===== src/rtl/assert_macros.svh =====
// ----------------------------------------------------------------------------
// Assertion macros
// Shared concurrent assertion forms for the sopf block.
// ----------------------------------------------------------------------------
`ifndef ASSERT_MACROS_SVH
`define ASSERT_MACROS_SVH

// Property holds in the same cycle as its antecedent
`define DPFS_ASSERT(lbl, clk, rst, prop, msg) \
   lbl: assert property (@(posedge clk) disable iff (rst) prop) else $error(msg);

// Consequent holds in the cycle after the antecedent
`define DPFS_ASSERT_NEXT(lbl, clk, rst, ante, cons, msg) \
   lbl: assert property (@(posedge clk) disable iff (rst) (ante) |=> (cons)) else $error(msg);

`endif


===== src/rtl/dpfs_pkg.sv =====
// ----------------------------------------------------------------------------
// dpfs_pkg
// Types shared between the sopf controller and its divider.
// ----------------------------------------------------------------------------
package dpfs_pkg;

   // divider status back to the sequencer
   typedef struct packed {
      logic busy;
      logic done;
   } dpfs_div_status_type;

endpackage


===== src/rtl/dpfs_divider.sv =====
// ----------------------------------------------------------------------------
// dpfs_divider
// Restoring divider, one quotient bit per cycle.
// ----------------------------------------------------------------------------
module dpfs_divider import dpfs_pkg::*; #(
   parameter int W  = 16,
   parameter int DW = 9
) (
   input  logic                clock,
   input  logic                reset,
   input  logic                start,
   input  logic [W-1:0]        dividend,
   input  logic [DW-1:0]       divisor,
   output dpfs_div_status_type status,
   output logic [W-1:0]        quotient,
   output logic [W-1:0]        remainder
);

   localparam int CNT_BITS = $clog2(W);

   typedef enum logic {
      S_IDLE,
      S_RUN
   } state_type;

   state_type            state_ff, state_in;
   logic                 done_ff, done_in;
   logic [CNT_BITS-1:0]  cnt_ff, cnt_in;
   logic [W-1:0]         quo_ff, quo_in;
   logic [W-1:0]         rem_ff, rem_in;
   logic [DW-1:0]        dvs_ff, dvs_in;

   logic [W:0]           partial;
   logic [W:0]           dvs_ext;
   logic [W:0]           diff;
   logic                 fits;

   always_comb begin
      partial = {rem_ff, quo_ff[W-1]};
      dvs_ext = (W+1)'(dvs_ff);
      diff    = partial - dvs_ext;
      fits    = (partial >= dvs_ext);

      state_in = state_ff;
      done_in  = 1'b0;
      cnt_in   = cnt_ff;
      quo_in   = quo_ff;
      rem_in   = rem_ff;
      dvs_in   = dvs_ff;

      unique case (state_ff)
         S_IDLE: begin
            if (start) begin
               quo_in   = dividend;
               rem_in   = '0;
               dvs_in   = divisor;
               cnt_in   = CNT_BITS'(W - 1);
               state_in = S_RUN;
            end
         end
         S_RUN: begin
            // shift next dividend bit in, subtract when it fits
            rem_in = fits ? diff[W-1:0] : partial[W-1:0];
            quo_in = {quo_ff[W-2:0], fits};
            cnt_in = cnt_ff - 1'b1;
            if (cnt_ff == '0) begin
               done_in  = 1'b1;
               state_in = S_IDLE;
            end
         end
         default: state_in = S_IDLE;
      endcase
   end

   always_ff @(posedge clock) begin
      if (reset) begin
         state_ff <= S_IDLE;
         done_ff  <= 1'b0;
      end else begin
         state_ff <= state_in;
         done_ff  <= done_in;
      end
      cnt_ff <= cnt_in;
      quo_ff <= quo_in;
      rem_ff <= rem_in;
      dvs_ff <= dvs_in;
   end

   assign status.busy = (state_ff == S_RUN);
   assign status.done = done_ff;
   assign quotient    = quo_ff;
   assign remainder   = rem_ff;

endmodule


===== src/rtl/distinct_prime_factor_sum.sv =====
// ----------------------------------------------------------------------------
// distinct_prime_factor_sum
// Sum of the distinct prime factors of a word, plus one, by trial division.
// ----------------------------------------------------------------------------
// Each request word carries one unsigned value; the block answers with one
// response word holding the sum of its distinct prime factors plus one (0 and
// 1 give value plus one). It works on one word at a time: req_tready is high
// only while the sequencer is idle, though a finished response may still be
// waiting on rsp_tready then. Each trial divisor d passes through square,
// compare and start, then one pass of the shared bit-serial divider, which
// then hands back its result; each exact division by a found factor makes
// a further pass through start and the divider. Up to about
// 2^(VALUE_BITS/2) divisors are tried, and 0 or 1 go straight from idle to
// finish.
`include "assert_macros.svh"

module distinct_prime_factor_sum import dpfs_pkg::*; #(
   parameter int VALUE_BITS = 16
) (
   input  logic                                  clock,
   input  logic                                  reset,
   input  logic                                  req_tvalid,
   output logic                                  req_tready,
   // [VALUE_BITS-1:0] value, rest zero
   input  logic [((VALUE_BITS+7)/8)*8-1:0]       req_tdata,
   output logic                                  rsp_tvalid,
   input  logic                                  rsp_tready,
   // [VALUE_BITS:0] factor_sum_plus_one, rest zero
   output logic [((VALUE_BITS+8)/8)*8-1:0]       rsp_tdata
);

   localparam int RSP_BITS    = VALUE_BITS + 1;
   localparam int RSP_TDATA_W = ((VALUE_BITS + 8) / 8) * 8;
   localparam int D_BITS      = (VALUE_BITS + 1) / 2 + 1;
   localparam int SQ_BITS     = 2 * D_BITS;

   typedef enum logic [2:0] {
      S_IDLE,
      S_SQUARE,
      S_COMPARE,
      S_DIV_START,
      S_DIV_WAIT,
      S_FINISH
   } state_type;

   state_type             state_ff, state_in;
   logic [VALUE_BITS-1:0] n_ff, n_in;
   logic [D_BITS-1:0]     d_ff, d_in;
   logic [SQ_BITS-1:0]    sq_ff, sq_in;
   logic [RSP_BITS-1:0]   total_ff, total_in;
   logic                  added_ff, added_in;
   logic                  rsp_valid_ff, rsp_valid_in;
   logic [RSP_BITS-1:0]   rsp_data_ff, rsp_data_in;

   logic [VALUE_BITS-1:0] req_value;
   logic                  div_start;
   dpfs_div_status_type   div_status;
   logic [VALUE_BITS-1:0] div_quo;
   logic [VALUE_BITS-1:0] div_rem;
   logic [RSP_BITS-1:0]   tail;

   assign req_value = req_tdata[VALUE_BITS-1:0];
   assign div_start = (state_ff == S_DIV_START);

   dpfs_divider #(
      .W  (VALUE_BITS),
      .DW (D_BITS)
   ) u_div (
      .clock     (clock),
      .reset     (reset),
      .start     (div_start),
      .dividend  (n_ff),
      .divisor   (d_ff),
      .status    (div_status),
      .quotient  (div_quo),
      .remainder (div_rem)
   );

   always_comb begin
      state_in     = state_ff;
      n_in         = n_ff;
      d_in         = d_ff;
      sq_in        = sq_ff;
      total_in     = total_ff;
      added_in     = added_ff;
      rsp_valid_in = rsp_valid_ff & ~rsp_tready;
      rsp_data_in  = rsp_data_ff;
      // leftover cofactor above one is itself prime
      tail         = (n_ff > VALUE_BITS'(1)) ? RSP_BITS'(n_ff) : '0;

      unique case (state_ff)
         S_IDLE: begin
            if (req_tvalid) begin
               d_in     = D_BITS'(2);
               added_in = 1'b0;
               if (req_value < VALUE_BITS'(2)) begin
                  // no prime factors: answer is value plus one
                  total_in = RSP_BITS'(req_value);
                  n_in     = '0;
                  state_in = S_FINISH;
               end else begin
                  total_in = '0;
                  n_in     = req_value;
                  state_in = S_SQUARE;
               end
            end
         end
         S_SQUARE: begin
            sq_in    = SQ_BITS'(d_ff) * SQ_BITS'(d_ff);
            state_in = S_COMPARE;
         end
         S_COMPARE: begin
            state_in = (sq_ff <= SQ_BITS'(n_ff)) ? S_DIV_START : S_FINISH;
         end
         S_DIV_START: begin
            state_in = S_DIV_WAIT;
         end
         S_DIV_WAIT: begin
            if (div_status.done) begin
               if (div_rem == '0) begin
                  if (!added_ff) begin
                     total_in = total_ff + RSP_BITS'(d_ff);
                     added_in = 1'b1;
                  end
                  n_in     = div_quo;
                  state_in = S_DIV_START;
               end else begin
                  d_in     = d_ff + 1'b1;
                  added_in = 1'b0;
                  state_in = S_SQUARE;
               end
            end
         end
         S_FINISH: begin
            if (!rsp_valid_ff || rsp_tready) begin
               rsp_data_in  = total_ff + tail + RSP_BITS'(1);
               rsp_valid_in = 1'b1;
               state_in     = S_IDLE;
            end
         end
         default: state_in = S_IDLE;
      endcase
   end

   always_ff @(posedge clock) begin
      if (reset) begin
         state_ff     <= S_IDLE;
         rsp_valid_ff <= 1'b0;
      end else begin
         state_ff     <= state_in;
         rsp_valid_ff <= rsp_valid_in;
      end
      n_ff        <= n_in;
      d_ff        <= d_in;
      sq_ff       <= sq_in;
      total_ff    <= total_in;
      added_ff    <= added_in;
      rsp_data_ff <= rsp_data_in;
   end

   assign req_tready = (state_ff == S_IDLE);
   assign rsp_tvalid = rsp_valid_ff;
   assign rsp_tdata  = RSP_TDATA_W'(rsp_data_ff);

   `DPFS_ASSERT(a_start_when_free, clock, reset, div_start |-> !div_status.busy, "divider restarted while busy")
   `DPFS_ASSERT(a_ready_div_idle, clock, reset, req_tready |-> !div_status.busy, "ready while divider busy")
   `DPFS_ASSERT(a_rsp_nonzero, clock, reset, rsp_valid_ff |-> (rsp_data_ff != '0), "response word is zero")
   `DPFS_ASSERT(a_divisor_min, clock, reset, div_start |-> (d_ff > D_BITS'(1)), "trial divisor below two")
   `DPFS_ASSERT_NEXT(a_done_pulse, clock, reset, div_status.done, !div_status.done, "divider done held")

endmodule


===== config.mk =====
export PLATFORM = sky130hd
export DESIGN_NAME = distinct_prime_factor_sum
export DESIGN_NICKNAME = d
export VERILOG_FILES = /design/src/rtl/dpfs_pkg.sv /design/src/rtl/dpfs_divider.sv /design/src/rtl/distinct_prime_factor_sum.sv
export VERILOG_INCLUDE_DIRS = /design/src /design/src/rtl
export SDC_FILE = /design/constraint.sdc
export NUM_CORES = 1
export LEC_CHECK = 0
export ABC_CLOCK_PERIOD_IN_PS = 8100
export BUFFER_PORTS_ARGS = -buffer_cell sky130_fd_sc_hd__buf_4
export CAP_MARGIN = 20
export CORE_UTILIZATION = 40
export CTS_BUF_LIST = sky130_fd_sc_hd__clkbuf_4
export CTS_CLUSTER_DIAMETER = 30
export DETAILED_ROUTE_END_ITERATION = 8
export SETUP_SLACK_MARGIN = 0.5
export SLEW_MARGIN = 0
export SYNTH_ARGS = -nofsm -noshare
export SYNTH_HDL_FRONTEND = slang
export SYNTH_HIERARCHICAL = 1
export SYNTH_SLANG_ARGS = --single-unit
export TNS_END_PERCENT = 10

===== constraint.sdc =====
create_clock -name clock -period 8.1 [get_ports clock]
set_clock_uncertainty 0.2 [all_clocks]
set_input_delay 0 -clock clock [delete_from_list [all_inputs] [get_ports clock]]
set_output_delay 0 -clock clock [all_outputs]
set_load 0.005 [all_outputs]

==> run summary, run 1 <==
====================================================================================================
Outcome                                                                                    completed
Critical path class                                                                       reg -> reg
Post-synthesis average cell area                                                           10.0 um^2
Overall global routing resource usage                                                          0.180
RSZ-0062 raised after global routing                                                           false
Fin. max-slew vios                                                                                 0
Yosys Warn Count                                                                                   6
Later-pin clock latency in the skew report                                                    550 ps
Power density normalized to cell area                                                    217 nW/um^2
Number of H-tree levels                                                                            4
First-pass GRT wire length                                                                 34,100 um
Max-capacitance violation count                                                                    0
CTS tree                                                                                         yes
Area of all placed cells without fillers                                                 10,500 um^2
Count of nets left with antenna violations after detail routing                                    0
WL final                                                                                   21,000 um
Via count normalized by instance count                                                          5.16
Via count of the first global-routing pass                                                     6,652
Floorplan core area                                                                      23,400 um^2
Die area                                                                                 24,400 um^2
Static leakage                                                                            0.00442 uW
Final period demand of the worst path                                                        5570 ps
Horizontal extent of the die                                                                  156 um
Transition at the pin with the smallest max-transition slack                                  872 ps
GRT overflow                                                                                       0
Core occupancy in the finished layout                                                          0.450
Setup-failing EPs final                                                                            0
Maximum number of pins on one net before global-route repair                                      43
Critical Path Max Stage Delay                                                                 730 ps
Net count, final                                                                               1,134
Summed instance area of the synthesized netlist                                            9500 um^2
Total number of vias                                                                           6,844
CP cell instances                                                                       inv_1, nor2_1, inv_1, fa_1, inv_1, fa_1, inv_1, fa_1, fa_1, inv_1, ha_1, nand3_1, o211ai_2, or4b_4, a31oi_1, o21bai_1, xor2_1
Top Ports                                                                                         46
Tcrit/Tclk final                                                                               0.687
Clock Root Buffer                                                                           clkbuf_4
Routability-driven placement congestion ratio                                                  0.827
Placed standard-cell area                                                                10,000 um^2
Total number of clock tree sinks                                                                 128
Quantity of I/O buffers inserted on ports                                                         38
Initial DRC Count                                                                                371
Floorplan die height                                                                          156 um
Initial Utilization                                                                            0.406
Headroom to the max-slew limit                                                                 0.418
Avg WL per Cell                                                                              15.8 um
Cell class contributing the biggest share of worst-path delay                            adder cells
Largest fanout on the critical path                                                               13
Detailed placer's ending HPWL                                                              15,600 um
Post-route DRC                                                                                     0
Initial antenna violation count                                                                    1
Row count                                                                                         56
Top cell by count, worst path                                                                  inv_1
Maximum buffer depth of the clock tree                                                             2
Worst endpoint data arrival time                                                             5670 ps
Fin. Hold Viols                                                                                    0
Worst-case vdd ir drop                                                                      0.156 mV
DRT Pass-1 Iters                                                                                   5
Number of cells produced by synthesis                                                            947
Layout fillers                                                                                 2,302
Sum Neg Setup Slack                                                                             0 ps
Startpoint types                                                                           flip-flop
Crit path buffers/inverters                                                                        5
Total CTS buffers                                                                                 17
Worst-path cell with the longest stage delay                                                edfxtp_1
Setup crit end kind                                                                        flip-flop
Ratio of cells with drive above 1 in the final layout                                          0.107
WP data required                                                                             8210 ps
PostCTS Resize Cnt                                                                                 0
Clock-pin slew reported for the worst setup and hold paths after clock tree synthesis         120 ps
Highest clock rate                                                                           180 MHz
Worst min-delay path class                                                                 in -> reg
Synthesis-to-layout area growth                                                                10.8%
====================================================================================================
[layer usage]
metal | up-vias | track usage | routed length (um)
met5 | - | 0 | 0
met4 | 0 | 0.0481 | 206
met3 | 9 | 0.0272 | 653
met2 | 124 | 0.307 | 10000
met1 | 3345 | 0.238 | 10100
li1 | 3366 | - | -
[cell type report]
cell class | count | area (um^2) | area share
diodes | 1 | 2.50 | 0.000238
well taps | 319 | 399 | 0.0379
multi-input cells | 665 | 5090 | 0.484
clock buffers | 18 | 135 | 0.0128
clock inverters | 14 | 118 | 0.0112
repair buffers | 68 | 571 | 0.0542
inverters | 113 | 424 | 0.0403
flip-flops and latches | 128 | 3780 | 0.359
[placed cells by master (no fill, tap or decap), types with 7 or more instances in the layout]
master / count
nor4_1: 14
xnor2_1: 32
conb_1: 7
nor2b_1: 14
nand4_1: 9
nand2b_1: 20
buf_4: 44
and3_1: 7
ha_1: 85
o211ai_1: 10
a21oi_1: 42
mux2i_1: 7
nor3_1: 13
nand3_1: 12
edfxtp_1: 122
xor2_1: 24
mux2_2: 16
o21a_1: 10
fa_1: 36
inv_1: 112
nor2_1: 63
nand2_1: 113
clkbuf_4: 18
o21ai_0: 28
and2_1: 18
dlygate4sd3_1: 24
[report_power, final]
group	leakage [uW]	internal [uW]	total (uW)	switching, uW
sequential	0.00118	838	901	62.8
clock	0.000138	154	413	259
combinational	0.00310	419	969	550
[sequential cells by signal, indices dropped and copies added, names as in the netlist, 4 cells and up]
register / flops
d_ff: 9
n_ff: 16
rsp_data_ff: 17
sq_ff: 17
total_ff: 17
u_div/cnt_ff: 4
u_div/dvs_ff: 9
u_div/quotient: 16
u_div/remainder: 16
[path summary, 6_finish.rpt]
check                  startpoint             to  slack (ps)  depth (start not counted)
hold reg to reg   u_div/cnt_ff[3]  u_div/done_ff         320                          1
hold / removal       req_tdata[3]        n_ff[3]          90                          4
setup / recovery          d_ff[6]      sq_ff[15]        2530                         17
setup reg to reg          d_ff[6]      sq_ff[15]        2530                         17
[worst reg2reg max path: stages, from the launching register on]
cell,delay (ps)
edfxtp_1,730
inv_1,270
nor2_1,210
inv_1,90
fa_1,590
inv_1,70
fa_1,490
inv_1,50
fa_1,460
fa_1,540
inv_1,40
ha_1,350
nand3_1,110
o211ai_2,100
or4b_4,500
a31oi_1,270
o21bai_1,130
xor2_1,150
[timing repair]
action	CTS	global route
hold buffers	24	0
setup buffers	0	0
endpoints found under the hold margin	41	0
[stage by stage]
step	hold slack (ps)	instances	worst slack [ps]	total power (uW)
floorplan	-131	953	3140	1650
global placement	27.8	1269	2640	1860
detailed placement	27.6	1269	2510	1880
CTS	52.5	1325	2510	2310
global route	70.2	1326	2240	2470
finish	88.4	1326	2530	2280
(Power assumes the default switching activity.)
==> run 2: changes to the inputs <==
Settings changed: ABC_AREA set to 1, ABC_CLOCK_PERIOD_IN_PS 8100 to 4450.
Clock period 8.1 ns to 4.45 ns, I/O delays scaled along.
==> run summary, run 2 <==
====================================================================================================
Outcome                                                                                    completed
Sequential cell area                                                                       3780 um^2
First-pass GRT wire length                                                                 38,700 um
Total number of clock tree sinks                                                                 128
Core occupancy in the finished layout                                                          0.472
Die area                                                                                 25,600 um^2
Top flop regs                                                                           rsp_data_ff (17), sq_ff (17), total_ff (17)
Tcrit/Tclk final                                                                               0.976
Via count of the first global-routing pass                                                     7,724
Fin. Hold Viols                                                                                    0
Number of standard cells in the final layout excluding fillers                                 1,623
Avg WL per Cell                                                                              14.5 um
Initial Utilization                                                                            0.409
Initial DRC Count                                                                                439
Initial antenna violation count                                                                    1
Worst-path cell with the longest stage delay                                                    fa_1
Largest fanout on the critical path                                                                5
Layout fillers                                                                                 2,396
Critical Path Max Stage Delay                                                                 570 ps
Yosys Warn Count                                                                                   6
Detailed placer's ending HPWL                                                              17,800 um
Total number of vias                                                                           7,832
Top Ports                                                                                         46
Cell class contributing the biggest share of worst-path delay                            adder cells
Headroom to the max-slew limit                                                                 0.298
Net count, final                                                                               1,426
Met1 usage                                                                                     0.265
CTS tree                                                                                         yes
Ratio of cells with drive above 1 in the final layout                                          0.152
Setup crit end kind                                                                        flip-flop
Worst min-delay path class                                                                 in -> reg
Floorplan core area                                                                      24,400 um^2
Met3 capacity usage during global routing                                                     0.0281
WP data required                                                                             4550 ps
Quantity of I/O buffers inserted on ports                                                         38
Static leakage                                                                            0.00549 uW
WL final                                                                                   23,500 um
Highest clock rate                                                                           230 MHz
Maximum number of pins on one net before global-route repair                                      45
Crit path buffers/inverters                                                                        4
Row count                                                                                         57
Max-capacitance violation count                                                                    0
Most frequent cells in the layout                                                       nand2_1, inv_1, edfxtp_1
Top cell by count, worst path                                                                   fa_1
Synthesis-to-layout area growth                                                                15.2%
Horizontal extent of the die                                                                  160 um
Setup-failing EPs final                                                                            0
Most frequent standard cell in the layout excluding fill and tap cells                       nand2_1
Routability-driven placement congestion ratio                                                  0.872
Transition at the pin with the smallest max-transition slack                                 1050 ps
Summed instance area of the synthesized netlist                                            9980 um^2
Number of cells produced by synthesis                                                          1,205
Worst endpoint data arrival time                                                             4450 ps
Clock Root Buffer                                                                           clkbuf_4
Post-synthesis average cell area                                                           8.28 um^2
Maximum buffer depth of the clock tree                                                             2
Worst-case vdd ir drop                                                                      0.391 mV
RSZ-0062 raised after global routing                                                            true
Most crowded layer after global routing                                                         met2
Overall global routing resource usage                                                          0.191
Fin. max-slew vios                                                                                 0
Startpoint types                                                                           flip-flop
Power density normalized to cell area                                                    518 nW/um^2
Post-route DRC                                                                                     0
Floorplan die height                                                                          160 um
Post-placement cell count                                                                      1,547
Number of H-tree levels                                                                            4
Later-pin clock latency in the skew report                                                    560 ps
Grt met2 use                                                                                   0.315
Clock-pin slew reported for the worst setup and hold paths after clock tree synthesis         160 ps
DRT Pass-1 Iters                                                                                   5
Overall power of the completed layout                                                        5960 uW
Final period demand of the worst path                                                        4350 ps
Sum Neg Setup Slack                                                                             0 ps
Total CTS buffers                                                                                 17
Area taken by multi-input logic gates                                                      5360 um^2
Count of nets left with antenna violations after detail routing                                    0
CP cell instances                                                                       buf_4, nand2_2, fa_1, inv_1, fa_1, inv_1, fa_1, fa_1, inv_2, ha_4, nand2_4, o21ai_4, nand2_1, nand3_2, nand2_1, nor2_1, nor2_1, xor2_1
Critical path class                                                                       reg -> reg
Via count normalized by instance count                                                          4.83
GRT overflow                                                                                       0
====================================================================================================
[run 2: cell count changes in the layout (fill, tap and decap cells not counted), moves of 18 or more]
cell	change
nand2_1	+187
nand2b_1	-20
nor2_1	+22
a21oi_1	+18
and2_1	-18
nand3_1	+25
buf_4	+24
inv_1	+93
inv_2	+19
xnor2_1	-18
[run 2: where the power goes]
group          internal, uW  switching (uW)  total, uW  leakage (uW)
registers              1650             142       1790       0.00119
clock network           261             566        827      0.000155
logic                  1420            1920       3340       0.00414
[run 2: tightest hold or removal path, stage by stage]
cell,delay (ps)
dlygate4sd3_1,530
buf_4,110
o21bai_1,90
inv_1,40
[run 2: final timing paths]
kind / startpoint / endpoint / slack (ps) / depth (start not counted)
worst min register to register: rsp_tvalid / rsp_tvalid / 340 / 2
worst min-delay path: reset / state_ff[0] / 50 / 4
worst max-delay path: d_ff[7] / sq_ff[17] / 100 / 18
worst max register to register: d_ff[7] / sq_ff[17] / 100 / 18
[run 2: what timing repair did]
action / 4_1_cts / 5_1_grt
pin swaps: 24 / 24
hold buffers: 24 / 0
gates resized for setup: 13 / 25
endpoints found under the setup margin: 11 / 12
setup buffers: 13 / 6
hold endpoints to repair: 41 / 0
[run 2: area by class of cell]
type / instances / area share
Clock inverter: 15 / 0.0139
Clock buffer: 17 / 0.0111
Antenna cell: 1 / 0.000218
Multi-Input combinational cell: 815 / 0.466
Inverter: 224 / 0.0731
Sequential cell: 128 / 0.329
Tap cell: 324 / 0.0352
Timing Repair Buffer: 99 / 0.0715
[run 2: stage by stage]
step	area (um^2)	hold slack, ps	setup WS [ps]
floorplan	10100	-131	216
global placement	10700	24.4	87.7
detailed placement	10700	26.1	7.06
CTS	11400	9.40	139
global route	11500	30.2	-64.8
finish	11500	52.9	105
[run 2: layer usage]
layer | up-vias | share of wire
met5 | - | 0
met4 | 0 | 0.010
met3 | 17 | 0.041
met2 | 135 | 0.46
met1 | 3684 | 0.49
li1 | 3996 | -
==> run 3: changes to the inputs <==
Settings changed: PLACE_DENSITY set to 0.68.
==> run summary, run 3 (same netlist as run 2, synthesis figures left out) <==
====================================================================================================
Largest fanout on the critical path                                                                4
Worst endpoint data arrival time                                                             4430 ps
Total number of vias                                                                           7,888
Overall global routing resource usage                                                          0.188
Clock Root Buffer                                                                           clkbuf_4
Top Ports                                                                                         46
WL final                                                                                   23,200 um
Power density normalized to cell area                                                    514 nW/um^2
Most frequent standard cell in the layout excluding fill and tap cells                       nand2_1
Setup crit end kind                                                                        flip-flop
Fin. Hold Viols                                                                                    0
Net load switching power                                                                     2540 uW
Sum Neg Setup Slack                                                                             0 ps
CP Launch Point                                                                              d_ff[7]
Number of H-tree levels                                                                            4
Met1 usage                                                                                     0.246
First-pass GRT wire length                                                                 37,900 um
Static leakage                                                                            0.00547 uW
Cell depth of the worst min-delay path                                                             4
Total CTS buffers                                                                                 17
Most frequent cells in the layout                                                       nand2_1, inv_1, edfxtp_1
Sequential cell area                                                                       3780 um^2
Fin. max-slew vios                                                                                 0
Pre-CTS worst setup slack                                                                    47.3 ps
Worst-case vdd ir drop                                                                      0.416 mV
Setup-failing EPs final                                                                            0
Clock-pin slew reported for the worst setup and hold paths after clock tree synthesis         150 ps
Initial DRC Count                                                                                603
Maximum number of pins on one net before global-route repair                                      45
Quantity of I/O buffers inserted on ports                                                         38
Comb pwr share                                                                                 0.552
Post-route DRC                                                                                     0
Headroom to the max-slew limit                                                                 0.331
Internal reg-to-reg setup slack                                                               140 ps
GRT overflow                                                                                       0
Initial Utilization                                                                            0.409
Internal Power                                                                               3360 uW
Row count                                                                                         57
Outcome                                                                                    completed
Initial antenna violation count                                                                    1
Net count, final                                                                               1,427
Count of nets left with antenna violations after detail routing                                    0
Final period demand of the worst path                                                        4310 ps
Maximum buffer depth of the clock tree                                                             2
Max-capacitance violation count                                                                    0
Cell count of the worst reg-to-reg path                                                           18
CTS tree                                                                                         yes
Area taken by multi-input logic gates                                                      5330 um^2
Sequential group share of total power                                                          0.303
Routability-driven placement congestion ratio                                                  0.866
Top flop regs                                                                           rsp_data_ff (17), sq_ff (17), total_ff (17)
Clk pwr share                                                                                  0.145
Floorplan die height                                                                          160 um
Total number of clock tree sinks                                                                 128
Startpoint types                                                                           flip-flop
Met3 capacity usage during global routing                                                     0.0319
Floorplan core area                                                                      24,400 um^2
Grt met2 use                                                                                   0.314
Detailed placer's ending HPWL                                                              17,600 um
DRT Pass-1 Iters                                                                                   5
Crit path setup slack, layout                                                                 140 ps
Via count of the first global-routing pass                                                     7,845
WP data required                                                                             4570 ps
Worst min-delay path startpoint                                                                reset
Share of total power consumed by net switching                                                 0.430
Tcrit/Tclk final                                                                               0.968
Horizontal extent of the die                                                                  160 um
Critical path class                                                                       reg -> reg
Layout fillers                                                                                 2,325
Ratio of cells with drive above 1 in the final layout                                          0.150
Synthesis-to-layout area growth                                                                14.9%
Later-pin clock latency in the skew report                                                    560 ps
Avg WL per Cell                                                                              14.3 um
RSZ-0062 raised after global routing                                                            true
Worst min-delay path class                                                                 in -> reg
Die area                                                                                 25,600 um^2
Transition at the pin with the smallest max-transition slack                                  999 ps
Highest clock rate                                                                           232 MHz
Most crowded layer after global routing                                                         met2
FF-to-FF Start                                                                               d_ff[7]
Via count normalized by instance count                                                          4.86
====================================================================================================
==> run 3: cell types whose count changed in the layout (fill, tap and decap cells not counted), moves of 2 or more <==
cell     change
buf_4        +4
buf_6        -3
nand2_4      -2
nand2_2      +2
==> run 3: path summary, 6_finish.rpt <==
check	endpoint
hold reg to reg	rsp_tvalid
setup / recovery	sq_ff[17]
hold / removal	state_ff[0]
setup reg to reg	sq_ff[17]
==> run 3: worst max-delay path, cell delays in order, from the launching register on <==
cell and delay, ps:
edfxtp_1 480, buf_4 160, nand2_2 60, fa_1 550
inv_1 50, fa_1 470, inv_1 50, fa_1 460
fa_1 530, inv_2 50, ha_4 280, nand2_2 70
o21ai_2 160, nand2_1 80, nand3_2 90, nand2_1 60
nor2_1 80, nor2_1 50, xor2_1 130
==> run 3: area by class of cell <==
type / instances / share of cell area
Antenna cell: 1 / 0.000218
Clock buffer: 17 / 0.0111
Inverter: 224 / 0.0733
Timing Repair Buffer: 100 / 0.0708
Sequential cell: 128 / 0.330
Tap cell: 324 / 0.0353
Multi-Input combinational cell: 815 / 0.464
Clock inverter: 15 / 0.0148
==> run 3: power groups by stage <==
stage,combinational (uW),clock (uW),sequential [uW]
after floorplan,2350,0,1750
after CTS,3230,875,1790
final,3260,854,1790
after detailed placement,2930,0,1820
after global routing,3710,916,1810
after global placement,2850,0,1820
==> run 3: what timing repair did <==
| item | in CTS | in global routing |
|---|---|---|
| hold endpoints to repair | 41 | 0 |
| hold buffers | 23 | 0 |
| pin swaps | 28 | 2 |
| gates resized for setup | 22 | 6 |
| endpoints found under the setup margin | 11 | 12 |
| setup buffers | 18 | 0 |
==> run 3: stage by stage <==
stage / hold WS (ps) / instance area (um^2) / instances / power, uW / util
3_5_place_dp: 19.6 / 10700 / 1550 / 4750 / 0.440
3_3_place_gp: 21.6 / 10700 / 1550 / 4670 / 0.440
2_1_floorplan: -131 / 10100 / 1211 / 4100 / -
6_report: 38.9 / 11500 / 1624 / 5900 / 0.470
4_1_cts: 2.08 / 11500 / 1623 / 5890 / 0.470
5_1_grt: 14.9 / 11500 / 1624 / 6430 / 0.470
==> run 3: metal layers <==
| layer | routed length (um) | up-vias |
|---|---|---|
| li1 | - | 4000 |
| met4 | 466 | 0 |
| met1 | 10400 | 3673 |
| met5 | 0 | - |
| met2 | 11100 | 181 |
| met3 | 1200 | 34 |
